**config.mk**
```make
export PLATFORM = sky130hd
export DESIGN_NAME = char_lcd_cursor_controller
export DESIGN_NICKNAME = d
export VERILOG_FILES = /design/src/hw/rtl/clcd_pkg.sv /design/src/hw/rtl/clcd_decode.sv /design/src/hw/rtl/char_lcd_cursor_controller.sv
export SDC_FILE = /design/constraint.sdc
export NUM_CORES = 1
export LEC_CHECK = 0
export BUFFER_PORTS_ARGS = -buffer_cell sky130_fd_sc_hd__buf_2
export CORE_MARGIN = 2
export CORE_UTILIZATION = 60
export CTS_CLUSTER_SIZE = 24
export DETAILED_ROUTE_END_ITERATION = 6
export HOLD_SLACK_MARGIN = 0.08
export PLACE_DENSITY = 0.77
export SYNTH_ARGS = -nofsm -noshare
export SYNTH_HDL_FRONTEND = slang
export SYNTH_SLANG_ARGS = --single-unit
export TNS_END_PERCENT = 50
```
**constraint.sdc**
```tcl
create_clock -name i_clk -period 4.9 [get_ports i_clk]
set_input_delay 0.245 -clock i_clk [delete_from_list [all_inputs] [get_ports i_clk]]
set_output_delay 0.245 -clock i_clk [all_outputs]
set_load 0.02 [all_outputs]
```
**src/hw/rtl/clcd_pkg.sv**
```systemverilog
// Shared types, constants and helper functions for the character LCD cursor controller.
// No dependencies; every other file of the block imports this package.
package clcd_pkg;

    // Display geometry.
    localparam int COLS       = 16;
    localparam int ROWS       = 2;
    localparam int CELL_COUNT = COLS * ROWS;
    localparam int IDX_W      = 7;
    localparam int MAX_RES    = 4;
    localparam int CNT_W      = 3;

    typedef logic [IDX_W-1:0] t_idx;

    localparam t_idx C_COLS        = IDX_W'(COLS);
    localparam t_idx LAST_IDX      = IDX_W'(CELL_COUNT - 1);
    localparam t_idx LAST_ROW_BASE = IDX_W'((ROWS - 1) * COLS);
    localparam logic LAST_ROW      = 1'(ROWS - 1);

    typedef enum logic [1:0] {
        CMD_WRITE_CHAR = 2'd0,
        CMD_MOVE       = 2'd1,
        CMD_SET_POS    = 2'd2,
        CMD_CLEAR      = 2'd3
    } t_cmd;

    typedef enum logic [2:0] {
        MV_RIGHT     = 3'd0,
        MV_LEFT      = 3'd1,
        MV_UP        = 3'd2,
        MV_DOWN      = 3'd3,
        MV_ROW_END   = 3'd4,
        MV_ROW_START = 3'd5,
        MV_TOP       = 3'd6,
        MV_BOTTOM    = 3'd7
    } t_move;

    // Register-select codes on the LCD bus.
    localparam logic RS_CMD  = 1'b0;
    localparam logic RS_DATA = 1'b1;

    // Bus bytes and character codes.
    localparam logic [7:0] BYTE_CLEAR    = 8'h01;
    localparam logic [7:0] BYTE_SET_ADDR = 8'h80;
    localparam logic [7:0] ROW1_OFFSET   = 8'h40;
    localparam logic [7:0] BYTE_UNKNOWN  = 8'hA5;
    localparam logic [7:0] CH_NEWLINE    = 8'h0A;
    localparam logic [7:0] CH_RETURN     = 8'h0D;
    localparam logic [7:0] CH_SPACE      = 8'h20;
    localparam logic [7:0] MAX_PRINT_RST = 8'd127;

    // Everything one command produces: the bus writes and the next cursor state.
    typedef struct packed {
        logic [CNT_W-1:0]        cnt;
        logic [MAX_RES-1:0]      rs;
        logic [MAX_RES-1:0][7:0] data;
        t_idx                    idx;
        logic                    pend;
    } t_plan;

    // Row of a linear index; the display has at most two rows.
    function automatic logic row_of(input t_idx idx);
        row_of = (ROWS > 1) && (idx >= C_COLS);
    endfunction

    function automatic t_idx col_of(input t_idx idx);
        col_of = row_of(idx) ? (idx - C_COLS) : idx;
    endfunction

    // Set-DDRAM-address command for a linear index.
    function automatic logic [7:0] pos_byte(input t_idx idx);
        logic [7:0] offs;
        offs     = row_of(idx) ? ROW1_OFFSET : 8'h00;
        pos_byte = BYTE_SET_ADDR | (offs + 8'(col_of(idx)));
    endfunction

    // Folds Latin-1 accented vowels and C-cedilla to plain ASCII; anything else maps to the block glyph.
    function automatic logic [7:0] fold_code(input logic [7:0] c);
        if (c >= 8'hC0 && c <= 8'hC4)      fold_code = "A";
        else if (c == 8'hC7)               fold_code = "C";
        else if (c >= 8'hC8 && c <= 8'hCB) fold_code = "E";
        else if (c >= 8'hCC && c <= 8'hCF) fold_code = "I";
        else if (c >= 8'hD2 && c <= 8'hD6) fold_code = "O";
        else if (c >= 8'hD9 && c <= 8'hDC) fold_code = "U";
        else if (c >= 8'hE0 && c <= 8'hE4) fold_code = "a";
        else if (c == 8'hE7)               fold_code = "c";
        else if (c >= 8'hE8 && c <= 8'hEB) fold_code = "e";
        else if (c >= 8'hEC && c <= 8'hEF) fold_code = "i";
        else if (c >= 8'hF2 && c <= 8'hF6) fold_code = "o";
        else if (c >= 8'hF9 && c <= 8'hFC) fold_code = "u";
        else                               fold_code = BYTE_UNKNOWN;
    endfunction

endpackage

```
**src/hw/rtl/clcd_decode.sv**
```systemverilog
// Command decoder: turns one command and the cursor state into a list of bus writes and the next cursor state.
// Depends on clcd_pkg.
module clcd_decode import clcd_pkg::*; (
    input  logic [1:0] i_cmd,
    input  logic [7:0] i_char,
    input  logic [2:0] i_move,
    input  logic [5:0] i_col,
    input  logic [1:0] i_row,
    input  logic [7:0] i_max_printable,
    input  t_idx       i_idx,
    input  logic       i_pend,
    output t_plan      o_plan
);

    logic             cur_row;
    t_idx             cur_col;
    t_idx             row_base;
    t_idx             fwd_idx;
    t_idx             mv_idx;
    logic             mv_wrap;
    logic [2:0]       mv_kind;
    logic             do_move;
    logic             sp_ok;
    t_idx             sp_idx;
    logic [7:0]       printed;
    logic [CNT_W-1:0] k;
    t_plan            plan;

    assign cur_row  = row_of(i_idx);
    assign cur_col  = col_of(i_idx);
    assign row_base = cur_row ? C_COLS : '0;
    assign fwd_idx  = (i_idx >= LAST_IDX) ? '0 : (i_idx + 1'b1);
    assign printed  = (i_char <= i_max_printable) ? i_char : fold_code(i_char);
    assign sp_ok    = ({1'b0, i_col} < C_COLS) && ({1'b0, i_row} < 3'(ROWS));
    assign sp_idx   = IDX_W'(i_col) + (i_row[0] ? C_COLS : '0);

    // Newline and carriage return reuse the move-down and row-start paths.
    always_comb begin
        do_move = 1'b0;
        mv_kind = i_move;
        case (t_cmd'(i_cmd))
            CMD_MOVE: begin
                do_move = 1'b1;
            end
            CMD_WRITE_CHAR: begin
                if (i_char == CH_NEWLINE) begin
                    do_move = 1'b1;
                    mv_kind = MV_DOWN;
                end else if (i_char == CH_RETURN) begin
                    do_move = 1'b1;
                    mv_kind = MV_ROW_START;
                end
            end
            default: begin
                do_move = 1'b0;
            end
        endcase
    end

    always_comb begin
        mv_idx  = i_idx;
        mv_wrap = 1'b0;
        case (t_move'(mv_kind))
            MV_RIGHT: mv_idx = fwd_idx;
            MV_LEFT:  mv_idx = (i_idx == '0) ? LAST_IDX : (i_idx - 1'b1);
            MV_UP: begin
                if (!cur_row) begin
                    mv_idx  = LAST_ROW_BASE + cur_col;
                    mv_wrap = 1'b1;
                end else begin
                    mv_idx = i_idx - C_COLS;
                end
            end
            MV_DOWN: begin
                if (cur_row == LAST_ROW) begin
                    mv_idx  = cur_col;
                    mv_wrap = 1'b1;
                end else begin
                    mv_idx = i_idx + C_COLS;
                end
            end
            MV_ROW_END:   mv_idx = row_base + C_COLS - 1'b1;
            MV_ROW_START: mv_idx = row_base;
            MV_TOP:       mv_idx = cur_col;
            default:      mv_idx = LAST_ROW_BASE + cur_col;
        endcase
    end

    // Writes are appended in order; k is the next free slot.
    always_comb begin
        plan      = '0;
        plan.idx  = i_idx;
        plan.pend = i_pend;
        k         = '0;
        if (do_move) begin
            plan.idx        = mv_idx;
            plan.pend       = i_pend | mv_wrap;
            plan.rs[k[1:0]]   = RS_CMD;
            plan.data[k[1:0]] = pos_byte(mv_idx);
            k               = k + 1'b1;
        end else begin
            case (t_cmd'(i_cmd))
                CMD_WRITE_CHAR: begin
                    if (i_char >= CH_SPACE) begin
                        if (i_pend) begin
                            plan.rs[k[1:0]]   = RS_CMD;
                            plan.data[k[1:0]] = BYTE_CLEAR;
                            k                 = k + 1'b1;
                            plan.rs[k[1:0]]   = RS_CMD;
                            plan.data[k[1:0]] = pos_byte(i_idx);
                            k                 = k + 1'b1;
                            plan.pend         = 1'b0;
                        end
                        plan.rs[k[1:0]]   = RS_DATA;
                        plan.data[k[1:0]] = printed;
                        k                 = k + 1'b1;
                        plan.idx          = fwd_idx;
                        if (row_of(fwd_idx) != cur_row) begin
                            plan.rs[k[1:0]]   = RS_CMD;
                            plan.data[k[1:0]] = pos_byte(fwd_idx);
                            k                 = k + 1'b1;
                        end
                    end
                end
                CMD_SET_POS: begin
                    if (sp_ok) begin
                        plan.idx          = sp_idx;
                        plan.rs[k[1:0]]   = RS_CMD;
                        plan.data[k[1:0]] = pos_byte(sp_idx);
                        k                 = k + 1'b1;
                    end
                end
                CMD_CLEAR: begin
                    plan.idx          = '0;
                    plan.rs[k[1:0]]   = RS_CMD;
                    plan.data[k[1:0]] = BYTE_CLEAR;
                    k                 = k + 1'b1;
                end
                default: begin
                    plan.idx = i_idx;
                end
            endcase
        end
        plan.cnt = k;
        o_plan   = plan;
    end

endmodule

```
**src/hw/rtl/char_lcd_cursor_controller.sv**
```systemverilog
// Character LCD cursor controller: command stream in, HD44780 bus writes out.
// Depends on clcd_pkg and clcd_decode.
// A command is held in the input register and decoded from it; once the result queue is free, its
// 0 to 4 bus writes load there and leave as the output port takes them; the next command can be taken then.
// Reset (synchronous, active low): cursor at index 0, no clear pending, max_printable 127, queues empty.
module char_lcd_cursor_controller import clcd_pkg::*; (
    input  logic        i_clk,
    input  logic        i_rst_n,
    // Command stream.
    input  logic        i_s_axis_tvalid,
    output logic        o_s_axis_tready,
    input  logic [23:0] i_s_axis_tdata,  // char_code[7:0], move_kind[10:8], col[16:11], row[18:17]
    input  logic [1:0]  i_s_axis_tuser,  // command[1:0]
    // LCD bus write stream.
    output logic        o_m_axis_tvalid,
    input  logic        i_m_axis_tready,
    output logic [7:0]  o_m_axis_tdata,  // bus_byte[7:0]
    output logic        o_m_axis_tuser,  // register_select[0]
    output logic        o_m_axis_tlast,
    // Configuration write channel for max_printable.
    input  logic        i_cfg_valid,
    output logic        o_cfg_ready,
    input  logic [7:0]  i_cfg_data
);

    // The input register holds one command until the result queue can take its writes.
    logic                    r_in_valid;
    logic [1:0]              r_cmd;
    logic [7:0]              r_char;
    logic [2:0]              r_move;
    logic [5:0]              r_col;
    logic [1:0]              r_row;

    // Cursor state and the configuration register.
    t_idx                    r_idx;
    logic                    r_pend;
    logic [7:0]              r_max_printable;

    // Result queue: up to four bus writes of one command, entry 0 is at the output.
    logic [CNT_W-1:0]        r_cnt;
    logic [MAX_RES-1:0]      r_rs;
    logic [MAX_RES-1:0][7:0] r_data;

    t_plan                   plan;
    logic                    in_xfer;
    logic                    out_xfer;
    logic                    queue_free;
    logic                    advance;

    clcd_decode u_decode (
        .i_cmd           (r_cmd),
        .i_char          (r_char),
        .i_move          (r_move),
        .i_col           (r_col),
        .i_row           (r_row),
        .i_max_printable (r_max_printable),
        .i_idx           (r_idx),
        .i_pend          (r_pend),
        .o_plan          (plan)
    );

    // The queue may be reloaded when it is empty or its final write leaves in this cycle,
    // so a one-write command every cycle streams without gaps while the output port is ready.
    assign out_xfer   = o_m_axis_tvalid && i_m_axis_tready;
    assign queue_free = (r_cnt == '0) || ((r_cnt == CNT_W'(1)) && i_m_axis_tready);
    assign advance    = r_in_valid && queue_free;
    assign in_xfer    = i_s_axis_tvalid && o_s_axis_tready;

    assign o_s_axis_tready = i_rst_n && (!r_in_valid || advance);
    assign o_cfg_ready     = i_rst_n;

    assign o_m_axis_tvalid = (r_cnt != '0);
    assign o_m_axis_tdata  = r_data[0];
    assign o_m_axis_tuser  = r_rs[0];
    assign o_m_axis_tlast  = (r_cnt == CNT_W'(1));

    // Control state.
    always_ff @(posedge i_clk) begin
        if (!i_rst_n) begin
            r_in_valid      <= 1'b0;
            r_idx           <= '0;
            r_pend          <= 1'b0;
            r_max_printable <= MAX_PRINT_RST;
            r_cnt           <= '0;
        end else begin
            if (i_cfg_valid) begin
                r_max_printable <= i_cfg_data;
            end
            if (in_xfer) begin
                r_in_valid <= 1'b1;
            end else if (advance) begin
                r_in_valid <= 1'b0;
            end
            if (advance) begin
                r_idx  <= plan.idx;
                r_pend <= plan.pend;
                r_cnt  <= plan.cnt;
            end else if (out_xfer) begin
                r_cnt <= r_cnt - 1'b1;
            end
        end
    end

    // Payload registers.
    always_ff @(posedge i_clk) begin
        if (in_xfer) begin
            r_char <= i_s_axis_tdata[7:0];
            r_move <= i_s_axis_tdata[10:8];
            r_col  <= i_s_axis_tdata[16:11];
            r_row  <= i_s_axis_tdata[18:17];
            r_cmd  <= i_s_axis_tuser;
        end
        if (advance) begin
            r_rs   <= plan.rs;
            r_data <= plan.data;
        end else if (out_xfer) begin
            r_rs   <= {1'b0, r_rs[MAX_RES-1:1]};
            r_data <= {8'h00, r_data[MAX_RES-1:1]};
        end
    end

endmodule

```
## Yosys cells after proc, flatten, opt, wreduce, memory -nomap -nowiden

Index checks and enable logic that the tools add are counted.

- Bits in registers: 77
- Input bits: 39
- Output and inout bits: 13
- Logic and storage cells: 204

- $add $sub $neg: 18
- Order comparisons: 33
- Equal/unequal tests: 17
- Mux-type cells: 84
- Bitwise operators: 4
- Reductions and logical operators: 33

Operators with widths:

| cell | count |
|---|---|
| 2-to-1 mux 8 bit | 15 |
| 2-to-1 mux 7 bit | 12 |
| >= comparator 8 bit, second input constant | 10 |
| <= comparator 8 bit, second input constant | 10 |
| 2-to-1 mux 16 bit | 5 |
| bitwise mux 32 bit | 2 |
| 2-to-1 mux 32 bit | 2 |
| one-hot mux 7 bit (7 select lines) | 1 |
| 2-to-1 mux 24 bit | 2 |
| 2-to-1 mux 44 bit | 1 |
| 2-to-1 mux 3 bit | 13 |
| 2-to-1 mux 36 bit | 1 |
| >= comparator 7 x 5 -> 1 bit, second input constant | 5 |
| demux 8 bit (select 2 bit) | 2 |
| adder 7 bit | 4 |
| subtractor 7 x 5 -> 7 bit, second input constant | 4 |
| one-hot mux 8 bit (3 select lines) | 1 |
| one-hot mux 7 bit (3 select lines) | 1 |
| logical AND 1 bit | 18 |
| == test 8 x 4 -> 1 bit, second input constant | 2 |
| == test 8 bit, second input constant | 2 |
| 2-to-1 mux 15 bit | 1 |
| adder 7 x 5 -> 7 bit, second input constant | 2 |
| subtractor 7 x 1 -> 7 bit, second input constant | 2 |
| other kinds (39) | 71 |

## Depth between registers and ports, before layout

Gate-level depths: netlist (run 1).

- Depth in word-level cells: 22
- Mapped depth: 17
- Mapped depth without buffers: 15

## Hierarchy

From an unflattened synthesis (run 1), not the netlist that was laid out.

- Cell total of the unflattened synthesis: 566
- Area total of the unflattened synthesis: 5,485.3 um2

By module, submodules not included:

| module | instances | cells each | area each (um2) | sequential area each (um2) |
|---|---|---|---|---|
| char_lcd_cursor_controller | 1 | 210 | 3,110.5 | 2,112.0 |
| clcd_decode | 1 | 356 | 2,374.8 | 0.0 |

## Least setup slack after synthesis (run 1)

No wires, ideal clock.

- Path kind: reg2reg
- Start point: register r_idx[0]
- End point: register r_data (netlist bit o_m_axis_tdata[4]), data pin
- Library setup time: 0.266 ns
- Arrival: 3.304 ns
- Data required time: 4.634 ns
- Slack: 1.330 ns
- Stages on the path, launching flop included: 17
- Path buffers: 2
- Clock period less this slack: 3.570 ns
- Cell sequence: dfxtp_1 clkbuf_1 inv_1 ha_1 nor3b_1 a211o_1 buf_2 ha_1 inv_1 ha_1 a32oi_1 a31oi_1 inv_1 ha_1 a311o_1 a32oi_1 o21ai_1

- Cells in the longest elaborated chain, start to end: 11
- Elaborated cells on any way between the ends: 32
- Classes of those cells: 11 x add/sub; 4 x order compare; 1 x eq/ne; 15 x mux; 1 x reduce/logical

RTL lines:

| element | line | RTL |
|---|---|---|
| start, declared | char_lcd_cursor_controller.sv:35 | `t_idx r_idx;` |
| start signal, assigned | char_lcd_cursor_controller.sv:95 | `r_idx <= plan.idx;` |
| branches (longest 9 deep; another with >= comparator 7 x 5 -> 1 bit) | n/a |  |
| 2-to-1 mux 16 bit * | clcd_decode.sv:95 | `if (do_move) begin` |
| 2-to-1 mux 32 bit * | char_lcd_cursor_controller.sv:113 | `if (advance) begin` |
| end signal, assigned | char_lcd_cursor_controller.sv:115 | `r_data <= plan.data;` |
| end signal, assigned | char_lcd_cursor_controller.sv:118 | `r_data <= {8'h00, r_data[MAX_RES-1:1]};` |
| end, declared | char_lcd_cursor_controller.sv:42 | `logic [MAX_RES-1:0][7:0] r_data;` |

Every way passes the cells marked *. The select of a mux whose other input is x is not followed.
A chain may end at the register's enable or synchronous reset.

## Worst setup path after layout (run 1)

Same ends and word-level chain as after synthesis.

==> flow_metrics.py, run 1 <==
metrics = {
    "power": {
        "power_leakage_nw": 2.33,
        "ir_drop_mv": 0.192,
        "power.density_nw_per_um2": 434,
    },
    "timing": {
        "relSlewSlack": 0.333,
        "max_freq_mhz": 245,
        "maxSlewViolCount": 0,
        "rsz0062_at_grt": "no",
        "setup_viol": 0,
        "fin_skew_ns": 0.0113,
        "tightest_slew_ns": 1.00,
        "fin_crit_ns": 4.08,
        "period_share": 0.832,
        "setup_tns_ns": 0,
        "hold_violations": 0,
    },
    "clocking": {
        "clkLatencyLatePin_ns": 0.36,
        "cts_buffers": 9,
        "cts_tree": "done",
        "clockBufferDepth": 2,
        "clkSinkCount": 76,
        "clkTransAtPathRegs_ns": 0.09,
        "h-tree-depth": 3,
        "root_buffer": "clkbuf_8",
    },
    "floorplan": {
        "die_y_um": 96.3,
        "core-area_sq_um": 8220,
        "start_util": 0.622,
        "dieArea_sq_um": 9270,
        "fp.dieW_um": 96.3,
        "rows": 33,
        "ios": 52,
    },
    "status": {
        "outcome": "finished clean",
    },
    "layout": {
        "drive_above_1_share": 0.132,
        "final_core_util": 0.697,
        "n_antenna_cell": 0,
        "layout_common_cells": "56 x nand2_1, 56 x edfxtp_1, 46 x nor2_1, 46 x buf_2",
        "areaGrowthSynthToFinish_pct": 12.1,
        "fin_nets": 677,
        "multiInputGateArea_sq_um": 2690,
        "seq_area_sq_um": 2080,
        "nFillCells": 663,
    },
    "routing": {
        "dr_wl_met2_um": 6520,
        "drt_iter0_drc": 473,
        "wl_met3_um": 1120,
        "top_layer_used": "met4",
        "drt_wl_total_um": 13500,
        "drc": 0,
        "final_antenna_net_count": 0,
        "vias": 4551,
        "viasPerCell": 6.41,
        "dr.pass1.iters": 5,
        "wl_met1_um": 5490,
        "wl_per_cell_um": 19.1,
    },
    "yosys": {
        "yosys_most_used_dff": "edfxtp_1",
        "synth_cell_type_count": 68,
        "ys_warn_count": 0,
        "syn_area_sq_um": 5110,
        "synthCells": 553,
        "syn_area_per_cell_sq_um": 9.24,
        "synth-seq-cells": 76,
        "synth_edf_count": 56,
        "async_reset_ff_frac": 0,
        "synth-seq-area-share": 0.407,
    },
    "critical_path": {
        "r2r_setup_slack_ns": 0.82,
        "crit_path_end_kind": "flip-flop",
        "cp-start-kind": "flip-flop",
        "cp.arrival_ns": 4.16,
        "worst_ep_required_time_ns": 4.98,
        "worstSetupPathType": "reg2reg",
        "crit_fanout": 12,
    },
    "place": {
        "gp_congestion": 0.942,
        "dp_hpwl_um": 9780,
        "port_buffers": 46,
    },
    "global_route": {
        "antenna_found_initial": 0,
        "grt_pass1_vias": 4215,
        "grtUsageTotal": 0.305,
        "grt.overflow.total": 0,
        "grt_max_degree": 37,
        "grt_pass1_wl_um": 21300,
    },
    "job": {
        "maxCapViolCount": 0,
    },
    "hold_path": {
        "min_path_type": "in2reg",
    },
}
-- per-stage QoR --
| stage | hold WS (ns) | total power [mW] | std cells | worst slack (ns) | cell area [sq um] |
|---|---|---|---|---|---|
| 2_1_floorplan | 0.344 | 1.74 | 554 | 1.33 | 5110 |
| 3_3_place_gp | 0.421 | 1.92 | 673 | 0.993 | 5310 |
| 3_5_place_dp | 0.423 | 1.96 | 673 | 0.925 | 5310 |
| 4_1_cts | 0.0976 | 2.47 | 710 | 0.901 | 5730 |
| 5_1_grt | 0.0990 | 2.64 | 710 | 0.627 | 5730 |
| 6_report | 0.103 | 2.49 | 710 | 0.825 | 5730 |
-- cell usage after synthesis (4+ instances only) --
cell	count	area share
nand3_1	12	0.012
nor2b_1	8	0.0098
inv_1	38	0.028
a22oi_1	6	0.0088
clkbuf_1	17	0.012
a21boi_0	5	0.0073
o31ai_1	6	0.0088
dfxtp_1	20	0.078
nor3_1	15	0.015
o2111ai_1	4	0.0069
a221oi_1	5	0.0086
buf_4	10	0.015
ha_1	38	0.093
nand2_1	56	0.041
a2bb2oi_1	5	0.0086
xnor2_1	9	0.015
buf_2	4	0.0039
and2_1	10	0.012
a21o_1	4	0.0059
o21ai_0	35	0.034
a31oi_1	5	0.0061
nor2_1	46	0.034
nor3b_1	4	0.0059
a211oi_1	7	0.010
o211ai_1	9	0.013
edfxtp_1	56	0.33
a21oi_1	30	0.029
nand4_1	5	0.0061
nand2b_1	5	0.0061
mux2i_1	5	0.0098
-- per-layer routing --
metal  vias to the layer above  track usage
met5                         -            0
met4                         0       0.0986
met3                        35       0.0611
met2                       258        0.509
met1                      2136        0.398
li1                       2122            -
-- path summary, 6_finish.rpt --
path,startpoint,to,depth (start not counted)
worst min register to register,r_max_printable[5],r_max_printable[5],2
worst max register to register,r_idx[0],o_m_axis_tdata[4],14
worst min-delay path,i_cfg_data[5],r_max_printable[5],3
worst max-delay path,r_idx[0],o_m_axis_tdata[4],14
-- power breakdown --
part / internal, mW / switching (mW) / leakage, nW / total [mW]
clock: 0.244 / 0.269 / 0.103 / 0.513
combinational: 0.335 / 0.601 / 1.52 / 0.937
sequential: 0.947 / 0.0904 / 0.704 / 1.04
-- registers in the layout, summed over array words and instances, names as in the netlist --
register	count
o_m_axis_tdata	8
r_cnt	3
r_pend	1
r_idx	7
r_row	2
r_in_valid	1
r_char	8
r_col	6
r_cmd	2
r_move	3
r_max_printable	8
r_rs	3
r_data	24
-- timing repair --
item / 4_1_cts / 5_1_grt
gates resized for setup: 0 / 0
hold buffers: 21 / 0
setup buffers: 0 / 0
hold endpoints to repair: 21 / 0
-- worst max-delay path: stages (launching register included) --
cell	delay (ns)
dfxtp_1	0.58
inv_1	0.14
ha_1	0.30
nor3b_1	0.20
a211o_1	0.46
ha_1	0.35
inv_1	0.08
ha_1	0.30
a32oi_1	0.10
a31oi_1	0.31
inv_1	0.11
ha_1	0.21
a311o_1	0.32
a32oi_1	0.25
o21ai_1	0.08
-- kinds of logic after synthesis --
kind of cell / Yosys count / share of synthesized area
xor+xnor: 12 / 0.0206
flops: 76 / 0.407
compound gates: 161 / 0.222
buf+inv: 76 / 0.0671
other cells: 1 / 0.000734
fa+ha+maj: 38 / 0.0930
mux: 5 / 0.00979
simple gates: 184 / 0.180
-- cell type report --
type,count,area share
clock buffer,9,0.0216
clock inverter,7,0.0140
multi-input combinational,402,0.470
timing repair buffer,71,0.0821
inverter,40,0.0262
sequential,76,0.363
tap,105,0.0229
(Power assumes the default switching activity.)
==> run 2, diff against run 1 <==
- CORE_UTILIZATION: 60 -> 54
- PLACE_DENSITY: 0.77 -> 0.73
- clock period: 4.9 -> 3.4 ns (I/O delays scaled with it)
==> run 2 against run 1 <==
Effect of this change: final cell count up 7.6%; total power is 52% higher; die area increased by 11%; highest routed layer unchanged; non-clock buffer count rose by 48; clock skew barely moved; register-to-register slack got worse by 0.69 ns; sequential share of layout area down 2.8 points; hold slack better by 0.099 ns.
==> flow_metrics.py, run 2 (same netlist as run 1, synthesis figures left out) <==
metrics = {
    "status": {
        "outcome": "finished clean",
    },
    "routing": {
        "drt_iter0_drc": 382,
        "vias": 4743,
        "wl_per_cell_um": 19.1,
        "wl_met3_um": 1050,
        "wl_met1_um": 5920,
        "top_layer_used": "met4",
        "dr_wl_met2_um": 7090,
        "drc": 0,
        "dr.pass1.iters": 5,
        "viasPerCell": 6.21,
        "drt_wl_total_um": 14600,
        "final_antenna_net_count": 0,
    },
    "floorplan": {
        "core-area_sq_um": 9200,
        "rows": 35,
        "ios": 52,
        "dieArea_sq_um": 10300,
        "start_util": 0.556,
        "die_y_um": 101,
        "fp.dieW_um": 101,
    },
    "layout": {
        "layout_common_cells": "56 x nand2_1, 56 x edfxtp_1, 46 x nor2_1, 46 x buf_2, 43 x buf_4",
        "areaGrowthSynthToFinish_pct": 21.5,
        "fin_nets": 725,
        "n_antenna_cell": 0,
        "largest_reg_flops": 24,
        "seq_area_sq_um": 2080,
        "largest_register": "r_data",
        "final_core_util": 0.676,
        "drive_above_1_share": 0.201,
        "multiInputGateArea_sq_um": 2770,
        "nFillCells": 713,
        "design_area_sq_um": 6210,
    },
    "timing": {
        "relSlewSlack": 0.315,
        "fin_skew_ns": 0.0112,
        "hold_violations": 0,
        "fin_crit_ns": 3.26,
        "hold_slack_ns": 0.202,
        "period_share": 0.959,
        "rsz0062_at_grt": "yes",
        "maxSlewViolCount": 0,
        "setup_tns_ns": 0,
        "max_freq_mhz": 307,
        "tightest_slew_ns": 1.02,
        "setup_viol": 0,
    },
    "hold_path": {
        "min_path_type": "in2reg",
    },
    "clocking": {
        "clkTransAtPathRegs_ns": 0.08,
        "cts_buffers": 9,
        "clkSinkCount": 76,
        "root_buffer": "clkbuf_8",
        "h-tree-depth": 3,
        "clockBufferDepth": 2,
        "cts_tree": "done",
        "clkLatencyLatePin_ns": 0.36,
    },
    "global_route": {
        "grt_pass1_wl_um": 23200,
        "grt_pass1_vias": 4544,
        "grt_max_degree": 29,
        "grt.overflow.total": 0,
        "grtUsageTotal": 0.296,
        "antenna_found_initial": 0,
    },
    "place": {
        "dp_hpwl_um": 10400,
        "gp_congestion": 1.01,
        "placed_cell_area_sq_um": 5600,
        "port_buffers": 46,
    },
    "job": {
        "maxCapViolCount": 0,
    },
    "power": {
        "power.density_nw_per_um2": 608,
        "ir_drop_mv": 0.280,
        "power.total_mw": 3.77,
        "power_leakage_nw": 2.59,
    },
    "critical_path": {
        "worst_ep_required_time_ns": 3.51,
        "crit_path_end_kind": "flip-flop",
        "crit_fanout": 7,
        "cp.arrival_ns": 3.37,
        "cp-start-kind": "flip-flop",
        "worstSetupPathType": "reg2reg",
    },
}
run 2: layer usage:
metal | vias to the layer above | global-route usage
met5 | - | 0
met4 | 0 | 0.134
met3 | 47 | 0.0400
met2 | 244 | 0.503
met1 | 2239 | 0.377
li1 | 2213 | -
run 2: cell type report:
class,count,area share
Inverter,40,0.0246
Tap cell,111,0.0224
Multi-Input combinational cell,402,0.446
Clock buffer,10,0.0205
Timing Repair Buffer,119,0.137
Clock inverter,6,0.0141
Sequential cell,76,0.335
run 2: final timing paths:
path,start,endpoint,slack [ns],cells past startpoint
worst min-delay path,i_m_axis_tready,r_cnt[2],0.20,5
worst max register to register,r_idx[0],o_m_axis_tdata[4],0.14,15
worst min register to register,r_max_printable[0],r_max_printable[0],0.49,2
worst max-delay path,r_idx[0],o_m_axis_tdata[4],0.14,15
run 2: what timing repair did:
item | in CTS | in global routing
setup endpoints to repair | 0 | 5
endpoints found under the hold margin | 30 | 0
hold buffers | 30 | 0
setup buffers | 0 | 2
gates resized for setup | 0 | 14
run 2: report_power, final:
group	total, mW	switching, mW	internal [mW]	leakage, nW
clock	0.772	0.357	0.415	0.111
sequential	1.47	0.103	1.36	0.704
combinational	1.53	0.937	0.598	1.78
run 2: critical path: stages (launching register included):
cell and delay (ns):
dfxtp_1 0.34, inv_1 0.07, ha_1 0.21, nor3b_2 0.17
a211o_1 0.32, buf_4 0.20, inv_4 0.09, nor2_1 0.06
ha_1 0.30, a32oi_2 0.10, a31oi_2 0.25, inv_1 0.09
ha_1 0.20, a311o_1 0.31, a32oi_1 0.22, o21ai_1 0.08
run 2: per-stage QoR:
| stage | setup slack, ns | cells |
|---|---|---|
| after floorplan | 0.0142 | 554 |
| after global placement | 0.152 | 716 |
| after detailed placement | 0.111 | 716 |
| after CTS | 0.0822 | 762 |
| after global routing | -0.0259 | 764 |
| final | 0.139 | 764 |
==> run 3, diff against run 2 <==
- CTS_BUF_LIST: unset -> sky130_fd_sc_hd__clkbuf_8 sky130_fd_sc_hd__clkbuf_16
==> run 3 against run 2 <==
Effect of this change: first-iteration DRC count up 0.79%; wire length increased by 0.18%; critical endpoint unchanged; largest cell class unchanged; non-clock buffer count unchanged; largest power group unchanged.
==> flow_metrics.py, run 3 (same netlist as run 1, synthesis figures left out) <==
metrics = {
    "clocking": {
        "root_buffer": "clkbuf_8",
        "clockBufferDepth": 2,
        "clkLatencyLatePin_ns": 0.37,
        "h-tree-depth": 3,
        "cts_buffers": 9,
        "cts_tree": "done",
        "clkSinkCount": 76,
        "clkTransAtPathRegs_ns": 0.08,
    },
    "layout": {
        "fin_nets": 725,
        "final_cells": 764,
        "layout_common_cells": "56 x nand2_1, 56 x edfxtp_1, 46 x nor2_1, 46 x buf_2, 43 x buf_4",
        "largest_reg_flops": 24,
        "largest_register": "r_data",
        "n_antenna_cell": 0,
        "final_core_util": 0.676,
        "drive_above_1_share": 0.201,
        "areaGrowthSynthToFinish_pct": 21.5,
    },
    "routing": {
        "drc": 0,
        "wl_per_cell_um": 19.2,
        "drt_wl_total_um": 14600,
        "final_antenna_net_count": 0,
        "viasPerCell": 6.21,
        "drt_iter0_drc": 385,
        "dr.pass1.iters": 6,
        "vias": 4748,
    },
    "timing": {
        "period_share": 0.962,
        "setup_viol": 0,
        "final.setup.worst_slack_ns": 0.131,
        "rsz0062_at_grt": "yes",
        "maxSlewViolCount": 0,
        "max_freq_mhz": 306,
        "tightest_slew_ns": 1.03,
        "fin_skew_ns": 0.0122,
        "hold_violations": 0,
        "fin_crit_ns": 3.27,
        "relSlewSlack": 0.312,
    },
    "hold_path": {
        "min_path_type": "in2reg",
    },
    "power": {
        "power_leakage_nw": 2.60,
        "ir_drop_mv": 0.280,
        "power.total_mw": 3.78,
        "power.density_nw_per_um2": 609,
    },
    "critical_path": {
        "worst_ep_required_time_ns": 3.51,
        "slowest_stage": "dfxtp_1",
        "crit_path_frequent_cell": "ha_1",
        "cp-start-kind": "flip-flop",
        "cp.arrival_ns": 3.38,
        "cp_slowest_stage_delay_ns": 0.34,
        "worstSetupPathType": "reg2reg",
        "path_cells": "inv_1 -> ha_1 -> nor3b_2 -> a211o_1 -> buf_4 -> inv_4 -> nor2_1 -> ha_1 -> a32oi_2 -> a31oi_2 -> inv_1 -> ha_1 -> a311o_1 -> a32oi_1 -> o21ai_1",
        "crit_path_end_kind": "flip-flop",
        "crit_fanout": 7,
    },
    "floorplan": {
        "ios": 52,
        "start_util": 0.556,
        "rows": 35,
        "die_y_um": 101,
        "fp.dieW_um": 101,
        "core-area_sq_um": 9200,
        "dieArea_sq_um": 10300,
    },
    "global_route": {
        "grt_pass1_wl_um": 23200,
        "grt.overflow.total": 0,
        "grt_max_degree": 29,
        "grtUsageTotal": 0.297,
        "antenna_found_initial": 0,
        "grtUsageMet1": 0.377,
        "grtUsageMet3": 0.0400,
        "grt_use_met2": 0.503,
        "top_usage_layer": "met2",
        "grt_pass1_vias": 4545,
    },
    "status": {
        "outcome": "finished clean",
    },
    "place": {
        "place_ws_ns": 0.111,
        "dp_hpwl_um": 10400,
        "dpl.cell_count": 716,
        "gp_congestion": 1.01,
        "port_buffers": 46,
    },
    "job": {
        "maxCapViolCount": 0,
    },
}
[run 3: worst paths after layout]
path / depth (start not counted) / start / slack, ns / endpoint
max: 15 / r_idx[0] / 0.13 / o_m_axis_tdata[4]
min: 5 / i_m_axis_tready / 0.20 / r_cnt[2]
max reg2reg: 15 / r_idx[0] / 0.13 / o_m_axis_tdata[4]
min reg2reg: 2 / r_max_printable[3] / 0.49 / r_max_printable[3]
[run 3: critical path: cells and delay by family (launching register included)]
kind / cells / cell delay, ns
AND/OR/NAND/NOR: 2 / 0.23
flip-flops: 1 / 0.34
buffers and inverters: 4 / 0.45
adder cells (fa/ha/maj): 3 / 0.71
AO/OA/AOI/OAI: 6 / 1.30
[run 3: cell type report]
cell class	count	area [sq um]
Clock inverter	7	91.3
Multi-Input combinational cell	402	2770
Clock buffer	9	124
Inverter	40	153
Tap cell	111	139
Sequential cell	76	2080
Fill cell	713	2980
Timing Repair Buffer	119	853
[run 3: repair_timing]
action | 4_1_cts | 5_1_grt
setup endpoints to repair | 0 | 5
hold endpoints to repair | 30 | 0
setup buffers | 0 | 2
resized for setup | 0 | 14
hold buffers | 30 | 0
[run 3: routing by layer]
layer | part of all wire | wire (um)
met3 | 0.071 | 1040
met5 | 0 | 0
met4 | 0.037 | 538
met1 | 0.41 | 6000
met2 | 0.48 | 7050
[run 3: where the power goes]
part	switching, mW	total, mW	internal [mW]	leakage [nW]
Clock	0.361	0.773	0.412	0.115
Combinational	0.942	1.54	0.598	1.78
Sequential	0.103	1.47	1.36	0.704
[run 3: through the flow]
stage / setup TNS (ns) / hold WS (ns) / instance area (sq um)
after global routing: -0.0500 / 0.236 / 6210
after floorplan: 0 / 0.269 / 5120
after global placement: 0 / 0.347 / 5600
final: 0 / 0.199 / 6210
after CTS: 0 / 0.194 / 6110
after detailed placement: 0 / 0.348 / 5600
